## src/design/xxh_pkg.sv

```systemverilog
`default_nettype none
package xxh_pkg;

  localparam logic [63:0] P1 = 64'd11400714785074694791;
  localparam logic [63:0] P2 = 64'd14029467366897019727;
  localparam logic [63:0] P3 = 64'd1609587929392839161;
  localparam logic [63:0] P4 = 64'd9650029242287828579;
  localparam logic [63:0] P5 = 64'd2870177450012600261;
  localparam logic [4:0] TAIL_MASK = 5'h1F;

  typedef struct packed {
    logic [63:0] word;
    logic [3:0]  count;
    logic        last;
  } q_item_t;

  typedef enum logic [4:0] {
    ST_IDLE, ST_WAIT,
    ST_F_MUL1, ST_F_MUL2, ST_F_WR,
    ST_FIN, ST_CONV,
    ST_M_MUL1, ST_M_MUL2, ST_M_MUL3, ST_M_ADD,
    ST_ADDLEN, ST_TAIL,
    ST_T8_MUL1, ST_T8_MUL2, ST_T8_MUL3, ST_T8_ADD,
    ST_T4_MUL1, ST_T4_MUL2, ST_T4_ADD,
    ST_T1_MUL1, ST_T1_MUL2, ST_T1_WR,
    ST_AV1, ST_AV2, ST_AV3, ST_OUT
  } state_e;

  function automatic logic [63:0] rotl64(input logic [63:0] x, input int unsigned r);
    rotl64 = (x << r) | (x >> (64 - r));
  endfunction

endpackage
`default_nettype wire

```

## src/design/xxh_front.sv

```systemverilog
`default_nettype none
module xxh_front (
  input  wire logic             clk_i,
  input  wire logic             rst_ni,
  input  wire logic             in_valid_i,
  output logic                  in_ready_o,
  input  wire logic [63:0]      data_word_i,
  input  wire logic [3:0]       byte_count_i,
  input  wire logic             last_i,
  output logic                  item_valid_o,
  output xxh_pkg::q_item_t      item_o,
  input  wire logic             pop_i
);

  xxh_pkg::q_item_t mem_q [2];
  xxh_pkg::q_item_t wr_item;
  logic       wr_ptr_q, wr_ptr_d;
  logic       rd_ptr_q, rd_ptr_d;
  logic [1:0] fill_q, fill_d;
  logic [3:0] cnt;
  logic [63:0] masked;
  logic       push;

  // A short count only counts on the last word; above eight means eight.
  always_comb begin
    if (!last_i || (byte_count_i > 4'd8)) begin
      cnt = 4'd8;
    end else begin
      cnt = byte_count_i;
    end
    for (int b = 0; b < 8; b++) begin
      masked[b*8 +: 8] = (4'(b) < cnt) ? data_word_i[b*8 +: 8] : 8'd0;
    end
  end

  assign wr_item = '{word: masked, count: cnt, last: last_i};
  assign in_ready_o = (fill_q != 2'd2);
  assign push = in_valid_i && in_ready_o;
  assign item_valid_o = (fill_q != 2'd0);
  assign item_o = mem_q[rd_ptr_q];

  always_comb begin
    wr_ptr_d = wr_ptr_q;
    rd_ptr_d = rd_ptr_q;
    fill_d   = fill_q;
    if (push) begin
      wr_ptr_d = ~wr_ptr_q;
    end
    if (pop_i && item_valid_o) begin
      rd_ptr_d = ~rd_ptr_q;
    end
    if (push && !(pop_i && item_valid_o)) begin
      fill_d = fill_q + 2'd1;
    end else if (!push && pop_i && item_valid_o) begin
      fill_d = fill_q - 2'd1;
    end
  end

  always_ff @(posedge clk_i or negedge rst_ni) begin
    if (!rst_ni) begin
      wr_ptr_q <= 1'b0;
      rd_ptr_q <= 1'b0;
      fill_q   <= 2'd0;
    end else begin
      wr_ptr_q <= wr_ptr_d;
      rd_ptr_q <= rd_ptr_d;
      fill_q   <= fill_d;
    end
  end

  always_ff @(posedge clk_i) begin
    if (push) begin
      mem_q[wr_ptr_q] <= wr_item;
    end
  end

endmodule
`default_nettype wire

```

## config.mk

```make
export PLATFORM = sky130hd
export DESIGN_NAME = xxh_front
export DESIGN_NICKNAME = d
export VERILOG_FILES = /design/src/design/xxh_pkg.sv /design/src/design/xxh_front.sv
export SDC_FILE = /design/constraint.sdc
export NUM_CORES = 1
export LEC_CHECK = 0
export ABC_AREA = 0
export BUFFER_PORTS_ARGS = -buffer_cell sky130_fd_sc_hd__buf_4
export CAP_MARGIN = 20
export CORE_ASPECT_RATIO = 1.25
export CORE_MARGIN = 2
export CORE_UTILIZATION = 57
export CTS_CLUSTER_SIZE = 40
export DETAILED_ROUTE_END_ITERATION = 8
export PLACE_DENSITY = 0.88
export SYNTH_ARGS = -nofsm -noshare
export SYNTH_HDL_FRONTEND = slang
export SYNTH_SLANG_ARGS = --single-unit
```

## constraint.sdc

```tcl
create_clock -name clk_i -period 6.8 [get_ports clk_i]
set_input_delay 0 -clock clk_i [delete_from_list [all_inputs] [get_ports clk_i]]
set_output_delay 0 -clock clk_i [all_outputs]
set_load 0.02 [all_outputs]
```

==> summary.md, run 1 <==
| Metric | Value |
|---|---|
| Final hold vios | 2 |
| Minimum clock period after layout | 2110 ps |
| Top cells by count, synth | edfxtp_1, mux2_2, and2_1 |
| Crit-path max FO | 70 |
| Core Area | roughly 9700 um^2 |
| Ys Warns | 0 |
| Number of port buffers | between 100 and 150 |
| Hold path depth | 2 |
| Hold WS | -0.133 ps |
| Initial antenna violation count | 0 |
| Mapped cell area | between 5000 and 6000 um^2 |
| Fin Setup TNS | 0 ps |
| Worst setup SP type | flop |
| Post-DR wirelength/cell | between 15 and 20 um |
| Final period utilization | 31.0% |
| Setup bufs post-CTS | 0 |
| Worst reg2reg setup slack | between 4000 and 5000 ps |
| CP arrival | 2110 ps |
| Avg Vias per Cell | about 5.2 |
| Top FF cell, synth | edfxtp_1 |
| Pwr dens | 393 nW/um^2 |
| Req. time, crit path | 6800 ps |
| HPWL after DPL | 6830 um |
| Dpl ws | 4840 ps |
| Hold Path End | mem_q[0][2] |
| Mean Syn Cell Area | 18.0 um^2 |
| Synthesized instance count | 317 |
| Yosys cell types | 26 |
| Setup CP Type | reg -> out |
| Clock Pin Slew Worst Setup and Hold Paths | 60 ps |
| HP Start | byte_count_i[1] |
| Number of sinks driven by the clock tree | between 100 and 150 |
| Tightest Pin Transition | 958 ps |
| Final non-filler cell total | roughly 680 |
| Final worst slack | 4690 ps |
| Post-synth ARST share | approximately 2.8% |
| Worst reg2reg path depth | 4 |
| Worst Hold Class | in -> reg |
| Fraction of layout cells with a size suffix above 1 | 45.0% |
| Post-synth top area cell | edfxtp_1 |
| Status | finished, violations left |
| Dpl cells | 580 |
| Post-synthesis net count | slightly below 400 |
| Failing checks | negative hold slack |
| Synth top area share | between 70% and 80% |
| Worst rel slew slack | 36.1% |
| Die height | 116 um |
| Final setup viols | 0 |
| Worst setup EP type | output pin |
| Final Slew Violations | 0 |
| Max IR drop VDD | approximately 0.27 mV |
| First-pass GRT wire length | 19800 um |
| Achievable frequency | 0.475 GHz |
| CTS H-tree depth | 4 |
| Area contributors post-synth | edfxtp_1, mux2_2, and2_1, dfrtp_1, and2b_1 |
| Vias in the first global route | 3763 |
| Max clock buf depth | 2 |
| Die area | 10800 um^2 |
| Drt pass-1 iters | 5 |
| Yosys reg bits | 142 |
| Worst-Skew Late Latency | around 410 ps |
| Final ANT Viol Nets | 0 |
| Nets | a little over 600 |
| GPL Wtd Cong | 0.727 |
| Routed WL | around 13000 um |
| Global-route usage over all layers | around 25% |
| RSZ-0062 raised after global routing | no |
| CTS Buf Count | 17 |
| Worst Skew | 6.20 ps |
| GRT overflow | 0 |
| Residual DRC | 0 |
| Die width | slightly above 90 um |
| Most frequent cell after synthesis | edfxtp_1 |
| Initial Utilization | 59.0% |
| Via Count | 3590 |
| CTS Hold Bufs | 72 |
| Root Buffer | clkbuf_16 |
| Post-synth EDFFs | 138 |
| Largest net degree at the start of global routing | 71 |
| R2R Path End | mem_q[0][30] |
| CTS resizes | 0 |
| Floorplan row count | 40 |
| Leak | 0.00317 uW |
| Sequential fraction of the synthesis area | 74.5% |
| ANT cells | 0 |
| RR Startpoint | fill_q[0] |
| CTS tree | done |
| Ports | 144 |
| DRT iter0 DRCs | 270 |
| Max cap viols | 0 |
| Area Growth Syn to Fin | 44.2% |
## worst max-delay path, cell delays in order (launching register included)
cell     delay [ps]
dfrtp_2         340
buf_4           720
mux2_2          440
buf_4           160
## metal layers
layer	vias to the layer above	track usage, %	wire, um
li1	1647	-	-
met5	-	0	0
met2	160	46.8	7430
met1	1754	27.8	4750
met3	29	6.37	695
met4	0	11.2	342
## power by group
part,switching [uW],internal (uW)
clock,341,571
combinational,599,493
sequential,46.9,1180
total,987,2240
## layout make-up
cell class	instances	area, um^2
well taps	126	158
multi-input cells	165	1420
clock inverters	13	148
inverters	2	7.51
flip-flops and latches	142	4250
clock buffers	19	433
repair buffers	217	1810
fillers	425	1440
## how the worst max path moves through the flow
stage	from	endpoint	slack (ps)	depth (start not counted)
after floorplan	fill_q[0]	mem_q[0][0]	2640	3
after global placement	fill_q[0]	mem_q[0][8]	4920	4
after detailed placement	fill_q[0]	mem_q[0][9]	4840	4
after CTS	rd_ptr_q	item_o[68]	4690	3
after global routing	rd_ptr_q	item_o[51]	4600	3
final	rd_ptr_q	item_o[0]	4690	3
## through the flow
step | power, uW | cell area [um^2] | util, %
after floorplan | 1880 | 5700 | -
after global placement | 2260 | 6920 | 71.7
after detailed placement | 2280 | 6920 | 71.7
after CTS | 3210 | 8220 | 85.1
after global routing | 3330 | 8220 | 85.1
final | 3230 | 8220 | 85.1
## state kept, by name, summed over array words and instances (netlist names)
name,cells
rd_ptr_q,1
fill_q,2
mem_q,138
wr_ptr_q,1
## cells by family (layout without fill, tap and decap cells)
logic type / after synthesis / count (layout) / synth area share [%]
multiplexers: 69 / 69 / 13.6
XOR/XNOR: 2 / 2 / 0.307
flip-flops: 142 / 142 / 74.5
AO/OA/AOI/OAI: 7 / 7 / 0.702
AND/OR/NAND/NOR: 87 / 87 / 10.1
buffers and inverters: 10 / 251 / 0.812
## cells in the final DEF (no fill, tap or decap), types with 2 or more instances in the layout
cell type and count:
clkinv_1 3, and2b_1 11, clkbuf_16 17, clkbuf_1 2, dfrtp_1 3, buf_4 145, and2_1 51, a21oi_1 2
xnor2_1 2, nand2_4 2, nor2b_1 6, clkinv_2 3, bufinv_16 3, edfxtp_1 138, o21ai_0 3, clkinvlp_4 3
mux2_2 69, nand2_1 7, dlygate4sd3_1 72
Power figures use the tool's default switching activity.
==> run 2, diff against run 1 <==
--- a/config.mk
+++ b/config.mk
@@ -5,15 +5,15 @@
 export SDC_FILE = /design/constraint.sdc
 export NUM_CORES = 1
 export LEC_CHECK = 0
-export ABC_AREA = 0
+export ABC_AREA = 1
 export BUFFER_PORTS_ARGS = -buffer_cell sky130_fd_sc_hd__buf_4
 export CAP_MARGIN = 20
 export CORE_ASPECT_RATIO = 1.25
 export CORE_MARGIN = 2
-export CORE_UTILIZATION = 57
+export CORE_UTILIZATION = 53
 export CTS_CLUSTER_SIZE = 40
 export DETAILED_ROUTE_END_ITERATION = 8
-export PLACE_DENSITY = 0.88
+export PLACE_DENSITY = 0.82
 export SYNTH_ARGS = -nofsm -noshare
 export SYNTH_HDL_FRONTEND = slang
 export SYNTH_SLANG_ARGS = --single-unit
==> constraint.sdc (replaced) <==
create_clock -name clk_i -period 2.1 [get_ports clk_i]
set_input_delay 0 -clock clk_i [delete_from_list [all_inputs] [get_ports clk_i]]
set_output_delay 0 -clock clk_i [all_outputs]
set_load 0.02 [all_outputs]
==> run 2 against run 1 <==
Effect of this change: the run now ends clean; critical path type unchanged; hold slack better by 26 ps; sequential share of layout area down 1.4 points; die area up 9.5%; clock power rose to 3.6 times the previous value; critical path depth up 1; core utilization down 5.9 points.
==> summary.md, run 2 <==
| Metric | Value |
|---|---|
| Die width | 97.8 um (+4.6%) |
| Status | finished, final reports clean |
| RSZ-0062 raised after global routing | no |
| Worst setup EP type | output pin |
| Crit-path max FO | 70 (unchanged) |
| Fraction of layout cells with a size suffix above 1 | 24.7% (-20 points) |
| Area Growth Syn to Fin | 45.1% |
| R2R Path End | mem_q[1][0] |
| Die area | 11900 um^2 (+9.5%) |
| Largest net degree at the start of global routing | 71 (unchanged) |
| GPL Wtd Cong | 0.766 (+5.3%) |
| Core Util, Final | 79.3% (-5.9 points) |
| Die height | 121 um (+4.7%) |
| Synth top area share | 71.1% (-1.6 points) |
| Tightest Pin Transition | 745 ps (-214 ps) |
| Core Area | 10700 um^2 (+10%) |
| HP Start | byte_count_i[1] |
| Ys Warns | 0 (unchanged) |
| Mux contribution to synthesized area | 0% (-14 points) |
| Final hold vios | 0 (-2) |
| Vias in the first global route | 4782 (+27%) |
| Leak | 0.00395 uW (+25%) |
| Worst Hold Class | in -> reg |
| Fill cells | 593 (+40%) |
| Setup crit end | item_o[40] |
| CTS H-tree depth | 4 (unchanged) |
| Adder-Cell Fraction of Synth Area | 0% (unchanged) |
| RR Startpoint | fill_q[0] |
| Achievable frequency | ~0.53 GHz |
| Setup bufs post-CTS | 0 (unchanged) |
| CP arrival | 1880 ps (-230 ps) |
| Sequential fraction of the synthesis area | 72.9% (-1.6 points) |
| Final ANT Viol Nets | 0 (unchanged) |
| Clock Pin Slew Worst Setup and Hold Paths | 60 ps (about the same) |
| Routed WL | 14800 um (+12%) |
| Nets | 841 (+36%) |
| Worst reg2reg setup slack | 590 ps (-4190 ps) |
| CTS tree | done |
| Number of port buffers | 143 (unchanged) |
| Most frequent cell after synthesis | nand2_1 |
| Pwr dens | 1330 nW/um^2 (+240%) |
| Top cells by count, synth | nand2_1, edfxtp_1, inv_1 |
| Post-synthesis net count | 617 (+58%) |
| Initial antenna violation count | 0 (unchanged) |
| Post-synth ARST share | 2.82% (unchanged) |
| Post-Synth XOR/XNOR Area | 0% (-0.31 points) |
| Root Buffer | clkbuf_16 |
| Synth Area in Simple Gates | 20.2% (+10 points) |
| Post-DR wirelength/cell | 16.2 um (-16%) |
| Largest regs | mem_q (138), fill_q (2) |
| Synthesized instance count | 544 (+72%) |
| Yosys cell types | 16 (-38%) |
| Req. time, crit path | 2100 ps (-4700 ps) |
| Biggest register | mem_q |
| Max IR drop VDD | 0.834 mV (+210%) |
| Global-route usage over all layers | 26.0% (+0.53 points) |
| Most common cell after layout, fill and taps aside | nand2_1 |
| Area contributors post-synth | edfxtp_1, nand2_1, inv_1, nor2_1, dfrtp_1 |
| Setup CP Type | reg -> out |
| Top FF cell, synth | edfxtp_1 |
| Fin Setup TNS | 0 ps (unchanged) |
| Post-synth top area cell | edfxtp_1 |
| Compound-Gate Fraction of Synth Area | 0.773% (+0.071 points) |
| CTS Buf Count | 17 (unchanged) |
| ANT cells | 0 (unchanged) |
| Worst Skew | 8.47 ps (+2.27 ps) |
| Number of sinks driven by the clock tree | 142 (unchanged) |
| Yosys reg bits | 142 (unchanged) |
| Largest family of logic cells by synthesized area | simple AND/OR/NAND/NOR gates |
| Worst reg2reg path depth | 5 (+1) |
| Worst rel slew slack | 50.4% (+14 points) |
| Avg Vias per Cell | 5.01 (-4.5%) |
| Mapped cell area | 5830 um^2 (+2.2%) |
| Max reg flops | 138 (unchanged) |
| Final period utilization | 89.3% |
| Mean Syn Cell Area | 10.7 um^2 (-40%) |
| Max cap viols | 0 (unchanged) |
| Drt pass-1 iters | 5 (unchanged) |
| Final setup viols | 0 (unchanged) |
| Final Slew Violations | 0 (unchanged) |
| Minimum clock period after layout | 1880 ps |
| GRT overflow | 0 (unchanged) |
| Most frequent cells in the layout | nand2_1, buf_4, edfxtp_1 |
| HPWL after DPL | 8140 um (+19%) |
| Ports | 144 (unchanged) |
| Worst-Skew Late Latency | 410 ps (about the same) |
| DRT iter0 DRCs | 395 (+46%) |
| Max clock buf depth | 2 (unchanged) |
| Crit path from | rd_ptr_q |
| Via Count | 4569 (+27%) |
| Post-synth EDFFs | 138 (unchanged) |
| Residual DRC | 0 (unchanged) |
| Floorplan row count | 42 (+5.0%) |
| First-pass GRT wire length | 23100 um (+17%) |
| Worst setup SP type | flop |
| Initial Utilization | 54.6% (-4.4 points) |
## run 2: cell count changes after synthesis, moves of 3 or more
cell	delta
nor2b_1	-6
nand2_2	+3
nand2_1	+233
inv_1	+74
mux2_2	-69
and2_1	-51
a21oi_1	+3
nor2_1	+50
clkbuf_1	+5
and2b_1	-11
## run 2: cell families after synthesis
group / after synthesis
simple gates: 301
flops: 142
buf+inv: 92
compound gates: 9
## run 2: per-stage QoR
step                      total power (uW)  hold WS, ps  cells  setup slack [ps]  area [um^2]
after floorplan                       6230         -296    544              4.23         5860
after global placement                7740         -201    812               667         7110
after detailed placement              7830         -200    812               633         7110
after CTS                            11200         5.83    912               244         8450
after global routing                 11700         21.7    912               140         8450
final                                11300         25.8    912               224         8450
## run 2: cell type report
class / count / area, um^2 / area share, %
Clock inverter: 12 / 218 / 2.58
Clock buffer: 19 / 433 / 5.12
Tap cell: 132 / 165 / 1.95
Multi-Input combinational cell: 310 / 1250 / 14.8
Inverter: 76 / 285 / 3.37
Sequential cell: 142 / 4250 / 50.2
Timing Repair Buffer: 221 / 1860 / 22.0
## run 2: worst min-delay path by stage
stage                       end  slack, ps  depth (start not counted)
floorplan             fill_q[0]       -300                          0
global placement      fill_q[1]       -200                          1
detailed placement     wr_ptr_q       -200                          1
CTS                 mem_q[0][4]          6                          3
global route        mem_q[1][2]         20                          3
finish              mem_q[1][2]         30                          3
## run 2: routing by layer
metal	global-route usage (%)	up-vias	wire length, um
met4	15.5	0	678
met3	5.70	52	786
met1	29.1	2161	5410
met2	45.6	198	7930
li1	-	2158	-
met5	0	-	0
## run 2: report_power, final
part	internal, uW	switching [uW]	total (uW)
Sequential	3850	187	4030
Clock	2210	1080	3290
Combinational	1390	2550	3930
Total	7440	3810	11300
## run 2: worst max-delay path, cell delays in order, from the launching register on
cell     delay, ps
dfrtp_2        360
buf_4          590
nand2_1        220
nand2_1        150
buf_4          150
## run 2: timing repair
item / CTS / global route
endpoints found under the setup margin: 0 / 0
endpoints found under the hold margin: 140 / 0
hold buffers: 69 / 0
resized for setup: 0 / 0
==> run 3, diff against run 2 <==
--- a/config.mk
+++ b/config.mk
@@ -5,7 +5,6 @@
 export SDC_FILE = /design/constraint.sdc
 export NUM_CORES = 1
 export LEC_CHECK = 0
-export ABC_AREA = 1
 export BUFFER_PORTS_ARGS = -buffer_cell sky130_fd_sc_hd__buf_4
 export CAP_MARGIN = 20
 export CORE_ASPECT_RATIO = 1.25
@@ -13,7 +12,7 @@
 export CORE_UTILIZATION = 53
 export CTS_CLUSTER_SIZE = 40
 export DETAILED_ROUTE_END_ITERATION = 8
-export PLACE_DENSITY = 0.82
+export PLACE_DENSITY = 0.83
 export SYNTH_ARGS = -nofsm -noshare
 export SYNTH_HDL_FRONTEND = slang
 export SYNTH_SLANG_ARGS = --single-unit
==> run 3 against run 2 <==
Effect of this change: register-to-register slack worse by 30 ps; core utilization is 0.23 points lower; cell count is 24% lower; critical path depth is 1 lower; flip-flop and latch count stayed put; worst setup slack better by 180 ps; final area is 1.3% lower; via count is 24% lower; first-iteration DRC count is 34% lower; largest cell class unchanged; largest power group unchanged; highest routed layer unchanged.
==> summary.md, run 3 (synthesis gave the netlist of run 1 again) <==
| Metric | Value |
|---|---|
| Status | finished, final reports clean |
| Met1 GRT Util | 25.0% (-4.2 points) |
| Number of port buffers | 143 (unchanged) |
| Worst Skew | 7.40 ps (-1.07 ps) |
| Worst setup SP type | flop |
| Final setup viols | 0 (unchanged) |
| Slowest Stage Delay on Critical Path | 410 ps (-180 ps) |
| Hold WS | 113 ps (+87.1 ps) |
| GR peak layer | met2 |
| CTS Buf Count | 17 (unchanged) |
| Biggest register | mem_q |
| GPL Wtd Cong | 0.714 (-6.8%) |
| Net Switching | 3140 uW (-18%) |
| Final ANT Viol Nets | 0 (unchanged) |
| Sw frac | 29.4% (-4.4 points) |
| Final non-filler cell total | 692 (-24%) |
| CTS H-tree depth | 4 (unchanged) |
| Residual DRC | 0 (unchanged) |
| Hold path depth | 3 (unchanged) |
| Area Growth Syn to Fin | 46.4% |
| Drt pass-1 iters | 4 (-1) |
| Req. time, crit path | 2100 ps (about the same) |
| Via Count | 3491 (-24%) |
| Setup CP Type | reg -> out |
| Worst setup EP type | output pin |
| Final Slew Violations | 0 (unchanged) |
| Largest regs | mem_q (138), fill_q (2) |
| Most common cell after layout, fill and taps aside | buf_4 |
| Max IR drop VDD | 0.746 mV (-11%) |
| Max reg flops | 138 (unchanged) |
| GR Layer Usage met3 | 5.01% (-0.69 points) |
| Largest net degree at the start of global routing | 71 (unchanged) |
| Clk pwr share | 29.5% (+0.3 points) |
| Initial Utilization | 54.0% (-0.64 points) |
| Worst Hold Class | in -> reg |
| Die width | 96.8 um (-1.0%) |
| Achievable frequency | 0.588 GHz (+10%) |
| Number of sinks driven by the clock tree | 142 (unchanged) |
| Die area | 11600 um^2 (-2.1%) |
| Critical Path Slowest Stage Cell | mux2_2 |
| Fraction of layout cells with a size suffix above 1 | 45.7% (+21 points) |
| Tightest Pin Transition | 635 ps (-109 ps) |
| Initial antenna violation count | 0 (unchanged) |
| Routed WL | 12600 um (-15%) |
| Global-route usage over all layers | 22.0% (-4.1 points) |
| Ports | 144 (unchanged) |
| Worst-Skew Late Latency | 400 ps (about the same) |
| Max clock buf depth | 2 (unchanged) |
| Crit-path max FO | 70 (unchanged) |
| GR Util met2 | 40.7% (-4.9 points) |
| CP arrival | 1700 ps (-180 ps) |
| Leak | 0.00323 uW (-18%) |
| Clock Pin Slew Worst Setup and Hold Paths | 60 ps (about the same) |
| ANT cells | 0 (unchanged) |
| Comb power frac | 33.5% (-1.4 points) |
| Avg Vias per Cell | 5.04 (+0.70%) |
| Max cap viols | 0 (unchanged) |
| DRT iter0 DRCs | 262 (-34%) |
| Critical path depth | 3 (-1) |
| Worst reg2reg path depth | 4 (-1) |
| Dpl cells | 588 (-28%) |
| CTS resizes | 0 (unchanged) |
| CP bufs+invs | 2 (unchanged) |
| Core Area | 10600 um^2 (-0.99%) |
| Pwr dens | 1280 nW/um^2 (-3.8%) |
| Worst rel slew slack | 57.6% (+7.3 points) |
| P_int | 7540 uW (+1.3%) |
| Nets | 621 (-26%) |
| Post-DR wirelength/cell | 18.2 um (+12%) |
| Floorplan row count | 42 (unchanged) |
| Root Buffer | clkbuf_16 |
| Final hold vios | 0 (unchanged) |
| GRT overflow | 0 (unchanged) |
| Most frequent cells in the layout | buf_4, edfxtp_1, dlygate4sd3_1 |
| CTS tree | done |
| Fin Setup TNS | 0 ps (unchanged) |
| RSZ-0062 raised after global routing | no |
| HPWL after DPL | 7280 um (-11%) |
| First-pass GRT wire length | 19200 um (-17%) |
| Vias in the first global route | 3737 (-22%) |
| Final period utilization | 81.0% (-8.4 points) |
| Crit-path cells | buf_12 > mux2_2 > buf_4 |
| Sequential power share | 37.0% (+1.2 points) |
| Top Family by Delay on Critical Path | buffers and inverters |
| Minimum clock period after layout | 1700 ps (-176 ps) |
| Die height | 120 um (-1.0%) |
==> run 3: changes by cell type in the layout (fill, tap and decap cells not counted), sizes merged, moves of 5 or more <==
cell   before  now
nand2     243    9
and2        0   51
mux2        0   69
nor2b       0    7
and2b       0   11
buf       152  147
nor2       53    2
inv        76    2
==> run 3: final timing paths <==
path	slack, ps	to	startpoint
hold / removal	110	mem_q[0][3]	byte_count_i[3]
min in group asynchronous	540	wr_ptr_q	rst_ni
hold reg to reg	560	fill_q[0]	fill_q[0]
setup reg to reg	560	mem_q[0][24]	fill_q[0]
max in group asynchronous	1370	rd_ptr_q	rst_ni
setup / recovery	400	item_o[3]	rd_ptr_q
==> run 3: layout make-up <==
type	count	area, um^2
flip-flops and latches	142	4250
fillers	587	2220
repair buffers	220	1870
multi-input cells	165	1430
clock buffers	17	425
clock inverters	14	199
well taps	132	165
inverters	2	7.51
==> run 3: metal layers <==
layer,vias up,part of all wire [%]
met5,-,0
met3,16,4.9
met1,1698,37
met2,129,57
li1,1648,-
met4,0,1.6
==> run 3: what timing repair did <==
item	in CTS	in global routing
hold buffers	73	0
endpoints found under the hold margin	144	0
setup buffers	0	0
==> run 3: stage by stage <==
| stage | total power (uW) | util (%) | cell area [um^2] | worst slack (ps) |
|---|---|---|---|---|
| after global placement | 7380 | 66.2 | 6990 | 641 |
| after CTS | 10700 | 79.0 | 8350 | 386 |
| final | 10700 | 79.0 | 8350 | 400 |
| after global routing | 11100 | 79.0 | 8350 | 327 |
| after floorplan | 6080 | - | 5720 | 1.69 |
| after detailed placement | 7470 | 66.2 | 6990 | 579 |
==> run 3: worst register-to-register path, cell delays in order, from the launching register on <==
cell,delay [ps]
dfrtp_1,410
nand2b_4,180
nand2_2,90
nor2_4,140
buf_4,380
==> run 3: power groups by stage <==
stage / combinational, uW / sequential [uW] / clock [uW]
final: 3580 / 3960 / 3150
after global routing: 3770 / 4000 / 3310
after CTS: 3590 / 3950 / 3170
after detailed placement: 3470 / 4000 / 0
after global placement: 3420 / 3960 / 0
after floorplan: 2120 / 3950 / 0
